===== src/sv/dmfp_pkg.sv =====
package dmfp_pkg;

  // parse phases of one framed message
  typedef enum logic [3:0] {
    PH_PREFIX = 4'd0,
    PH_HEADER = 4'd1,
    PH_NAME   = 4'd2,
    PH_QTYPE  = 4'd3,
    PH_QCLASS = 4'd4,
    PH_PTR    = 4'd5,
    PH_TYPE   = 4'd6,
    PH_CLASS  = 4'd7,
    PH_TTL    = 4'd8,
    PH_RDLEN  = 4'd9,
    PH_ADDR   = 4'd10,
    PH_IDLE   = 4'd11
  } phase_t;

  // result kinds
  typedef enum logic [3:0] {
    K_CHAR    = 4'd0,
    K_QTYPE   = 4'd1,
    K_QCLASS  = 4'd2,
    K_ANCOUNT = 4'd3,
    K_TYPE    = 4'd4,
    K_CLASS   = 4'd5,
    K_TTL     = 4'd6,
    K_RDLEN   = 4'd7,
    K_ADDR    = 4'd8,
    K_END     = 4'd9
  } kind_t;

  localparam int unsigned POS_W       = 17;
  localparam int unsigned ADDR_BYTES  = 16;
  localparam int unsigned ANC_HI_POS  = 8;
  localparam int unsigned ANC_LO_POS  = 9;
  localparam int unsigned LAST_HDR_POS = 13;
  localparam logic [7:0]  DOT_CHAR    = 8'h2e;
  localparam logic [15:0] WANTED_RST  = 16'd28;

  // result queue between parser and output stage
  localparam int unsigned QDEPTH = 4;
  localparam int unsigned QAW    = $clog2(QDEPTH);

  typedef struct packed {
    kind_t       kind;
    logic [31:0] value;
    logic        last;
  } res_t;

  typedef struct packed {
    logic valid;
    res_t res;
  } push_t;

endpackage


===== src/sv/dmfp_front.sv =====
module dmfp_front (
  input  logic              clk,
  input  logic              rst_n,
  input  logic              in_tvalid,
  input  logic [7:0]        in_byte,
  input  logic              in_mode,
  input  logic              q_full,
  input  logic              cfg_tvalid,
  input  logic [15:0]       cfg_value,
  output logic              in_tready,
  output dmfp_pkg::push_t   push
);

  logic [dmfp_pkg::POS_W-1:0] pos_r, pos_nxt;
  logic [15:0]                len_r, len_nxt;
  dmfp_pkg::phase_t           phase_r, phase_nxt;
  logic [7:0]                 label_r, label_nxt;
  logic                       started_r, started_nxt;
  logic [31:0]                acc_r, acc_nxt;
  logic [2:0]                 cnt_r, cnt_nxt;
  logic [15:0]                ancount_r, ancount_nxt;
  logic                       mode_r, mode_nxt;
  logic [15:0]                wanted_r;

  logic                       accept;
  logic                       first;
  logic                       final_byte;
  logic [15:0]                len_cmp;
  logic [31:0]                acc_shift;
  logic [2:0]                 cnt_inc;
  logic                       field_done;
  logic                       have;
  dmfp_pkg::kind_t            kind;
  logic [31:0]                value;

  assign in_tready = !q_full;
  assign accept    = in_tvalid && in_tready;

  // shared decode of the current byte
  assign first      = (phase_r == dmfp_pkg::PH_PREFIX) && (pos_r == '0);
  assign len_cmp    = (phase_r == dmfp_pkg::PH_PREFIX) ? (len_r | {8'h00, in_byte}) : len_r;
  assign final_byte = !first && (pos_r == ({1'b0, len_cmp} + 17'd1));
  assign acc_shift  = {acc_r[23:0], in_byte};
  assign cnt_inc    = cnt_r + 3'd1;
  assign field_done = (phase_r == dmfp_pkg::PH_TTL) ? (cnt_inc >= 3'd4) : (cnt_inc >= 3'd2);

  // next parse state
  always_comb begin
    pos_nxt     = pos_r;
    len_nxt     = len_r;
    phase_nxt   = phase_r;
    label_nxt   = label_r;
    started_nxt = started_r;
    acc_nxt     = acc_r;
    cnt_nxt     = cnt_r;
    ancount_nxt = ancount_r;
    mode_nxt    = mode_r;
    if (accept) begin
      unique case (phase_r)
        dmfp_pkg::PH_PREFIX: begin
          if (pos_r == '0) begin
            mode_nxt = in_mode;
            len_nxt  = {in_byte, 8'h00};
          end else begin
            len_nxt   = len_r | {8'h00, in_byte};
            phase_nxt = dmfp_pkg::PH_HEADER;
          end
        end
        dmfp_pkg::PH_HEADER: begin
          if (pos_r == 17'(dmfp_pkg::ANC_HI_POS)) begin
            acc_nxt = {24'h0, in_byte};
          end else if (pos_r == 17'(dmfp_pkg::ANC_LO_POS)) begin
            ancount_nxt = {acc_r[7:0], in_byte};
          end
          if (pos_r >= 17'(dmfp_pkg::LAST_HDR_POS)) begin
            phase_nxt   = dmfp_pkg::PH_NAME;
            label_nxt   = '0;
            started_nxt = 1'b0;
          end
        end
        dmfp_pkg::PH_NAME: begin
          if (in_byte == 8'h00) begin
            if (!mode_r || ancount_r != '0) begin
              phase_nxt = dmfp_pkg::PH_QTYPE;
              acc_nxt   = '0;
              cnt_nxt   = '0;
            end else begin
              phase_nxt = dmfp_pkg::PH_IDLE;
            end
          end else if (label_r == '0) begin
            label_nxt   = in_byte;
            started_nxt = 1'b1;
          end else begin
            label_nxt = label_r - 8'd1;
          end
        end
        dmfp_pkg::PH_ADDR: begin
          label_nxt = label_r - 8'd1;
          if (label_r == 8'd1) begin
            phase_nxt = dmfp_pkg::PH_IDLE;
          end
        end
        dmfp_pkg::PH_QTYPE, dmfp_pkg::PH_QCLASS, dmfp_pkg::PH_PTR, dmfp_pkg::PH_TYPE,
        dmfp_pkg::PH_CLASS, dmfp_pkg::PH_TTL, dmfp_pkg::PH_RDLEN: begin
          acc_nxt = acc_shift;
          cnt_nxt = cnt_inc;
          if (field_done) begin
            acc_nxt = '0;
            cnt_nxt = '0;
            unique case (phase_r)
              dmfp_pkg::PH_QTYPE:  phase_nxt = dmfp_pkg::PH_QCLASS;
              dmfp_pkg::PH_QCLASS: phase_nxt = mode_r ? dmfp_pkg::PH_PTR : dmfp_pkg::PH_IDLE;
              dmfp_pkg::PH_PTR:    phase_nxt = dmfp_pkg::PH_TYPE;
              dmfp_pkg::PH_TYPE: begin
                phase_nxt = (acc_shift == {16'h0, wanted_r}) ? dmfp_pkg::PH_CLASS
                                                             : dmfp_pkg::PH_IDLE;
              end
              dmfp_pkg::PH_CLASS:  phase_nxt = dmfp_pkg::PH_TTL;
              dmfp_pkg::PH_TTL:    phase_nxt = dmfp_pkg::PH_RDLEN;
              default: begin
                phase_nxt = dmfp_pkg::PH_ADDR;
                label_nxt = 8'(dmfp_pkg::ADDR_BYTES);
              end
            endcase
          end
        end
        default: ;
      endcase
      // message end returns to the length prefix
      if (final_byte) begin
        pos_nxt     = '0;
        len_nxt     = '0;
        phase_nxt   = dmfp_pkg::PH_PREFIX;
        label_nxt   = '0;
        started_nxt = 1'b0;
        acc_nxt     = '0;
        cnt_nxt     = '0;
        ancount_nxt = '0;
      end else begin
        pos_nxt = pos_r + 17'd1;
      end
    end
  end

  // result of the current byte
  always_comb begin
    have  = 1'b0;
    kind  = dmfp_pkg::K_CHAR;
    value = '0;
    unique case (phase_r)
      dmfp_pkg::PH_HEADER: begin
        if (pos_r == 17'(dmfp_pkg::ANC_LO_POS)) begin
          have  = 1'b1;
          kind  = dmfp_pkg::K_ANCOUNT;
          value = {16'h0, acc_r[7:0], in_byte};
        end
      end
      dmfp_pkg::PH_NAME: begin
        if (in_byte != 8'h00) begin
          if (label_r == '0) begin
            have  = started_r;
            value = {24'h0, dmfp_pkg::DOT_CHAR};
          end else begin
            have  = 1'b1;
            value = {24'h0, in_byte};
          end
        end
      end
      dmfp_pkg::PH_ADDR: begin
        have  = 1'b1;
        kind  = dmfp_pkg::K_ADDR;
        value = {24'h0, in_byte};
      end
      dmfp_pkg::PH_QTYPE, dmfp_pkg::PH_QCLASS, dmfp_pkg::PH_PTR, dmfp_pkg::PH_TYPE,
      dmfp_pkg::PH_CLASS, dmfp_pkg::PH_TTL, dmfp_pkg::PH_RDLEN: begin
        value = acc_shift;
        if (field_done) begin
          unique case (phase_r)
            dmfp_pkg::PH_QTYPE: begin
              have = !mode_r;
              kind = dmfp_pkg::K_QTYPE;
            end
            dmfp_pkg::PH_QCLASS: begin
              have = !mode_r;
              kind = dmfp_pkg::K_QCLASS;
            end
            dmfp_pkg::PH_PTR: have = 1'b0;
            dmfp_pkg::PH_TYPE: begin
              have = 1'b1;
              kind = dmfp_pkg::K_TYPE;
            end
            dmfp_pkg::PH_CLASS: begin
              have = 1'b1;
              kind = dmfp_pkg::K_CLASS;
            end
            dmfp_pkg::PH_TTL: begin
              have = 1'b1;
              kind = dmfp_pkg::K_TTL;
            end
            default: begin
              have = 1'b1;
              kind = dmfp_pkg::K_RDLEN;
            end
          endcase
        end
      end
      default: ;
    endcase
    // final byte always yields a result
    if (final_byte && !have) begin
      have  = 1'b1;
      kind  = dmfp_pkg::K_END;
      value = '0;
    end
  end

  assign push.valid     = accept && have;
  assign push.res.kind  = kind;
  assign push.res.value = value;
  assign push.res.last  = final_byte;

  // parse state registers
  always_ff @(posedge clk) begin
    if (!rst_n) begin
      pos_r     <= '0;
      len_r     <= '0;
      phase_r   <= dmfp_pkg::PH_PREFIX;
      label_r   <= '0;
      started_r <= 1'b0;
      acc_r     <= '0;
      cnt_r     <= '0;
      ancount_r <= '0;
      mode_r    <= 1'b0;
    end else begin
      pos_r     <= pos_nxt;
      len_r     <= len_nxt;
      phase_r   <= phase_nxt;
      label_r   <= label_nxt;
      started_r <= started_nxt;
      acc_r     <= acc_nxt;
      cnt_r     <= cnt_nxt;
      ancount_r <= ancount_nxt;
      mode_r    <= mode_nxt;
    end
  end

  // wanted answer type register
  always_ff @(posedge clk) begin
    if (!rst_n) begin
      wanted_r <= dmfp_pkg::WANTED_RST;
    end else if (cfg_tvalid) begin
      wanted_r <= cfg_value;
    end
  end

endmodule


===== src/sv/dmfp_queue.sv =====
module dmfp_queue (
  input  logic             clk,
  input  logic             rst_n,
  input  dmfp_pkg::push_t  push,
  input  logic             pop,
  output logic             full,
  output logic             not_empty,
  output dmfp_pkg::res_t   head
);

  dmfp_pkg::res_t               mem_r [dmfp_pkg::QDEPTH];
  logic [dmfp_pkg::QAW-1:0]     wr_ptr_r, rd_ptr_r;
  logic [dmfp_pkg::QAW:0]       count_r, count_nxt;
  logic                         do_pop;

  assign full      = (count_r == (dmfp_pkg::QAW+1)'(dmfp_pkg::QDEPTH));
  assign not_empty = (count_r != '0);
  assign do_pop    = pop && not_empty;
  assign head      = mem_r[rd_ptr_r];

  // occupancy update
  always_comb begin
    count_nxt = count_r;
    if (push.valid && !do_pop) begin
      count_nxt = count_r + 1'b1;
    end else if (!push.valid && do_pop) begin
      count_nxt = count_r - 1'b1;
    end
  end

  // storage write
  always_ff @(posedge clk) begin
    if (push.valid) begin
      mem_r[wr_ptr_r] <= push.res;
    end
  end

  // pointers and count
  always_ff @(posedge clk) begin
    if (!rst_n) begin
      wr_ptr_r <= '0;
      rd_ptr_r <= '0;
      count_r  <= '0;
    end else begin
      if (push.valid) begin
        wr_ptr_r <= wr_ptr_r + 1'b1;
      end
      if (do_pop) begin
        rd_ptr_r <= rd_ptr_r + 1'b1;
      end
      count_r <= count_nxt;
    end
  end

endmodule


===== src/sv/dmfp_back.sv =====
module dmfp_back (
  input  logic             clk,
  input  logic             rst_n,
  input  logic             q_not_empty,
  input  dmfp_pkg::res_t   q_head,
  input  logic             out_tready,
  output logic             q_pop,
  output logic             out_tvalid,
  output dmfp_pkg::res_t   out_res
);

  logic           valid_r;
  dmfp_pkg::res_t res_r;

  // refill the output register when it is empty or being taken
  assign q_pop      = q_not_empty && (!valid_r || out_tready);
  assign out_tvalid = valid_r;
  assign out_res    = res_r;

  always_ff @(posedge clk) begin
    if (!rst_n) begin
      valid_r <= 1'b0;
    end else if (!valid_r || out_tready) begin
      valid_r <= q_not_empty;
    end
  end

  // output payload
  always_ff @(posedge clk) begin
    if (q_pop) begin
      res_r <= q_head;
    end
  end

endmodule


===== src/sv/dns_message_field_parser.sv =====
// channel | dir | handshake              | payload
// in      | in  | in_tvalid / in_tready  | tdata: msg_byte[7:0]; tuser: mode[0]
// out     | out | out_tvalid / out_tready| tdata: value[31:0]; tuser: kind[3:0]; tlast: last
// cfg     | in  | cfg_tvalid / cfg_tready| tdata: wanted_type[15:0]
//
// one byte is accepted per cycle while the result queue is not full; each result passes
// through a four-entry result queue and an output register before it reaches out_tdata
// the parser state updates in the cycle of the transfer, so bytes flow back to back
// in_tready drops only while the result queue is full; cfg_tready is always high
// rst_n is synchronous: the parser returns to the length prefix, wanted_type to 28
module dns_message_field_parser (
  input  logic        clk,
  input  logic        rst_n,
  input  logic        in_tvalid,
  output logic        in_tready,
  input  logic [7:0]  in_tdata,   // msg_byte[7:0]
  input  logic [0:0]  in_tuser,   // mode[0]
  output logic        out_tvalid,
  input  logic        out_tready,
  output logic [31:0] out_tdata,  // value[31:0]
  output logic [3:0]  out_tuser,  // kind[3:0]
  output logic        out_tlast,
  input  logic        cfg_tvalid,
  output logic        cfg_tready,
  input  logic [15:0] cfg_tdata   // wanted_type[15:0]
);

  dmfp_pkg::push_t push;
  dmfp_pkg::res_t  q_head;
  dmfp_pkg::res_t  out_res;
  logic            q_full;
  logic            q_not_empty;
  logic            q_pop;

  assign cfg_tready = 1'b1;

  // parser front end
  dmfp_front u_front (
    .clk        (clk),
    .rst_n      (rst_n),
    .in_tvalid  (in_tvalid),
    .in_byte    (in_tdata),
    .in_mode    (in_tuser[0]),
    .q_full     (q_full),
    .cfg_tvalid (cfg_tvalid),
    .cfg_value  (cfg_tdata),
    .in_tready  (in_tready),
    .push       (push)
  );

  // result queue
  dmfp_queue u_queue (
    .clk       (clk),
    .rst_n     (rst_n),
    .push      (push),
    .pop       (q_pop),
    .full      (q_full),
    .not_empty (q_not_empty),
    .head      (q_head)
  );

  // output stage
  dmfp_back u_back (
    .clk         (clk),
    .rst_n       (rst_n),
    .q_not_empty (q_not_empty),
    .q_head      (q_head),
    .out_tready  (out_tready),
    .q_pop       (q_pop),
    .out_tvalid  (out_tvalid),
    .out_res     (out_res)
  );

  assign out_tdata = out_res.value;
  assign out_tuser = out_res.kind;
  assign out_tlast = out_res.last;

endmodule


===== config.mk =====
export PLATFORM = sky130hd
export DESIGN_NAME = dns_message_field_parser
export DESIGN_NICKNAME = d
export VERILOG_FILES = /design/src/sv/dmfp_pkg.sv /design/src/sv/dmfp_front.sv /design/src/sv/dmfp_queue.sv /design/src/sv/dmfp_back.sv /design/src/sv/dns_message_field_parser.sv
export SDC_FILE = /design/constraint.sdc
export NUM_CORES = 1
export LEC_CHECK = 0
export ABC_AREA = 1
export ABC_CLOCK_PERIOD_IN_PS = 4800
export BUFFER_PORTS_ARGS = -buffer_cell sky130_fd_sc_hd__buf_2
export CORE_ASPECT_RATIO = 1.75
export CORE_MARGIN = 4
export CORE_UTILIZATION = 56
export DETAILED_ROUTE_END_ITERATION = 8
export GPL_TIMING_DRIVEN = 0
export PLACE_DENSITY = 0.74
export SLEW_MARGIN = 5
export SYNTH_ARGS = -nofsm -noshare
export SYNTH_HDL_FRONTEND = slang
export SYNTH_SLANG_ARGS = --single-unit

===== constraint.sdc =====
create_clock -name clk -period 4.8 [get_ports clk]
set_input_delay 0.24 -clock clk [delete_from_list [all_inputs] [get_ports clk]]
set_output_delay 0.24 -clock clk [all_outputs]
set_load 0.01 [all_outputs]

==> impl_metrics.json <==
{
  "antenna_found_initial": 0,
  "power_uw": 9140,
  "multi_input_area_um2": 5180,
  "routabilityCongestion": 1.08,
  "rsz0062_at_grt": "no",
  "synth-edff-count": 185,
  "cts_resized": 0,
  "maxCapViolCount": 0,
  "fin_cells": 2065,
  "cts_tree": "done",
  "die_area_um2": 27800,
  "finalHoldViolations": 0,
  "synth_common_cells": "275 x nor2_1, 243 x nand2_1, 199 x inv_1, 185 x edfxtp_1, 142 x o21ai_0",
  "track_usage_pct": 28.3,
  "netlist.top_cell.by_area": "edfxtp_1",
  "drive_gt1_share_pct": 10.5,
  "syn-cell-area_um2": 14000,
  "first_iter_violations": 983,
  "syn2layout_area_growth_pct": 13.3,
  "pre_cts_ws_ps": 674,
  "grt_max_degree": 29,
  "die-height_um": 217,
  "start_kind": "flop",
  "synthTopCellsByArea": "edfxtp_1 40%, dfxtp_1 16%, nor2_1 7.4%",
  "via_per_inst": 5.63,
  "cts.sinks": 299,
  "grt_util_met1_pct": 27.7,
  "grt_pass1_wl_um": 60500,
  "period_minus_slack_ps": 4200,
  "status": "finished clean",
  "min_path_type": "input pin to flop",
  "synth-seq-cells": 299,
  "leakagePower_uw": 0.00651,
  "post-route-period-util_pct": 87.6,
  "cts_setup_buffers": 0,
  "cts-root-buf": "clkbuf_16",
  "synth_fp_nets": 1661,
  "synth.most_common_cell": "nor2_1",
  "worstPathRequired_ps": 5040,
  "slew_headroom_pct": 44.1,
  "hold_buffers": 16,
  "portBuffers": 67,
  "synth_top_area_share_pct": 39.6,
  "avgSynthCellArea_um2": 8.68,
  "busiest_layer": "met2",
  "clock.fmax_ghz": 0.238,
  "grt_use_met3_pct": 3.14,
  "critical_path_class": "flop to flop",
  "grt_overflow": 0,
  "insertedDiodeCount": 0,
  "cts_buffers": 26,
  "synthCells": 1617,
  "clockBufferDepth": 3,
  "critPathCaptureType": "flop",
  "worstSkewPairLatency_ps": 550,
  "use_met2_pct": 53.0,
  "vias": 11620,
  "dp.final_hpwl_um": 29600,
  "ios": 70,
  "firstDrtPassIters": 5,
  "avgRoutedWirePerCell_um": 19.1,
  "clk_pin_slew_ps": 70,
  "ys_types": 48,
  "initial_utilization_pct": 57.0,
  "tns_ps": 0,
  "powerDensity_nw_per_um2": 575,
  "regArea_um2": 7840,
  "cp.arrival_ps": 4450,
  "clock_skew_ps": 13.2,
  "nNetsFinal": 1777,
  "rows": 76,
  "fillCellCount": 2039,
  "post-place-cells": 2001,
  "core_um2": 24600,
  "irDropWorstVdd_uv": 494,
  "synth_flop_cell": "edfxtp_1",
  "yosysWarnings": 0,
  "wl_um": 39500,
  "setup_ws_ps": 597,
  "dieWidth_um": 128,
  "htreeDepth": 1,
  "worst_slew_pin_slew_ps": 839,
  "slew_viol_final": 0,
  "finalSetupViolCount": 0,
  "async_flop_share_pct": 0,
  "ys_seq_area_share_pct": 55.8,
  "ant_nets": 0,
  "path_max_fanout": 26,
  "grt_pass1_vias": 11545,
  "drc_errors": 0
}
## registers in the layout (all words and copies together) (netlist names), 8 cells and up
signal             cells
u_front.len_r         16
u_front.label_r        8
u_front.wanted_r      16
u_queue.mem_r        148
u_front.acc_r         24
u_front.ancount_r     16
u_front.pos_r         17
u_back.out_res        37
## cell families (layout without fill, tap and decap cells)
| kind of cell | Yosys count | after routing | share of synthesized area (%) |
|---|---|---|---|
| compound gates | 289 | 289 | 11.2 |
| xor+xnor | 26 | 26 | 1.62 |
| fa+ha+maj | 14 | 14 | 1.30 |
| buf+inv | 267 | 403 | 7.60 |
| flops | 299 | 299 | 55.8 |
| other cells | 1 | 1 | 0.0267 |
| simple gates | 721 | 721 | 22.4 |
## through the flow
step / hold WS [ps] / instance area, um^2 / utilization [%]
2_1_floorplan: 366 / 14000 / -
3_3_place_gp: 438 / 14800 / 59.9
3_5_place_dp: 442 / 14900 / 60.5
4_1_cts: 6.38 / 15900 / 64.6
5_1_grt: 14.2 / 15900 / 64.6
6_report: 7.69 / 15900 / 64.6
## worst paths after layout
path | startpoint | to | slack, ps | depth (start not counted)
min | cfg_tdata[15] | u_front.wanted_r[15] | 8 | 3
max reg2reg | u_front.phase_r[0] | u_queue.mem_r[3][30] | 600 | 19
max | u_front.phase_r[0] | u_queue.mem_r[3][30] | 600 | 19
min reg2reg | u_front.cnt_r[2] | u_front.cnt_r[2] | 450 | 2
## where the power goes
group	switching, uW	internal (uW)	total, uW
Clock	939	1110	2050
Combinational	2360	1070	3420
Sequential	331	3340	3670
Total	3630	5510	9140
## layout make-up
cell class              instances  share of cell area (%)
plain buffers                  60                    1.82
clock buffers                  34                    4.47
clock inverters                14                   0.763
inverters                     207                    4.89
multi-input cells            1051                    32.6
flip-flops and latches        299                    49.3
well taps                     312                    2.45
repair buffers                 88                    3.75
## cell usage in the layout, fill, tap and decap left out, types with 6 or more instances in the layout
cell type      instances
nand2_1              243
o21ai_1               28
dlygate4sd3_1         16
nor2_1               271
o21ai_0              142
buf_2                 76
nor3_1                21
xor2_1                14
buf_6                  6
inv_1                199
clkbuf_1              48
nor4_1                11
xnor2_1               12
dfxtp_1              114
clkinv_1               7
clkbuf_16             26
o21ai_2                6
nand4_1               18
a21oi_1               60
edfxtp_1             185
nor2_4                10
nand3_1              110
ha_1                  13
nand2_4                6
or2_2                  7
nor2_2                 8
o22ai_1               40
## layer usage
layer | wire length [um] | part of all wire (%)
met3 | 1800 | 4.6
met1 | 13100 | 33
met5 | 0 | 0
met2 | 21100 | 54
met4 | 3410 | 8.6
## worst max-delay path: stages, from the launching register on
cell and delay [ps]:
dfxtp_1 370, nor2_4 210, nand2_4 140, o21ai_2 220
ha_1 230, nand3_2 140, nor2_1 270, nand2_1 220
nand2_1 130, nand2_1 60, nand2_1 120, nand3_1 90
nor2_1 90, nand2_1 160, nor2_4 160, nand2_4 120
a21oi_2 230, inv_1 240, nor2_4 410, buf_12 260
(Power assumes the default switching activity.)
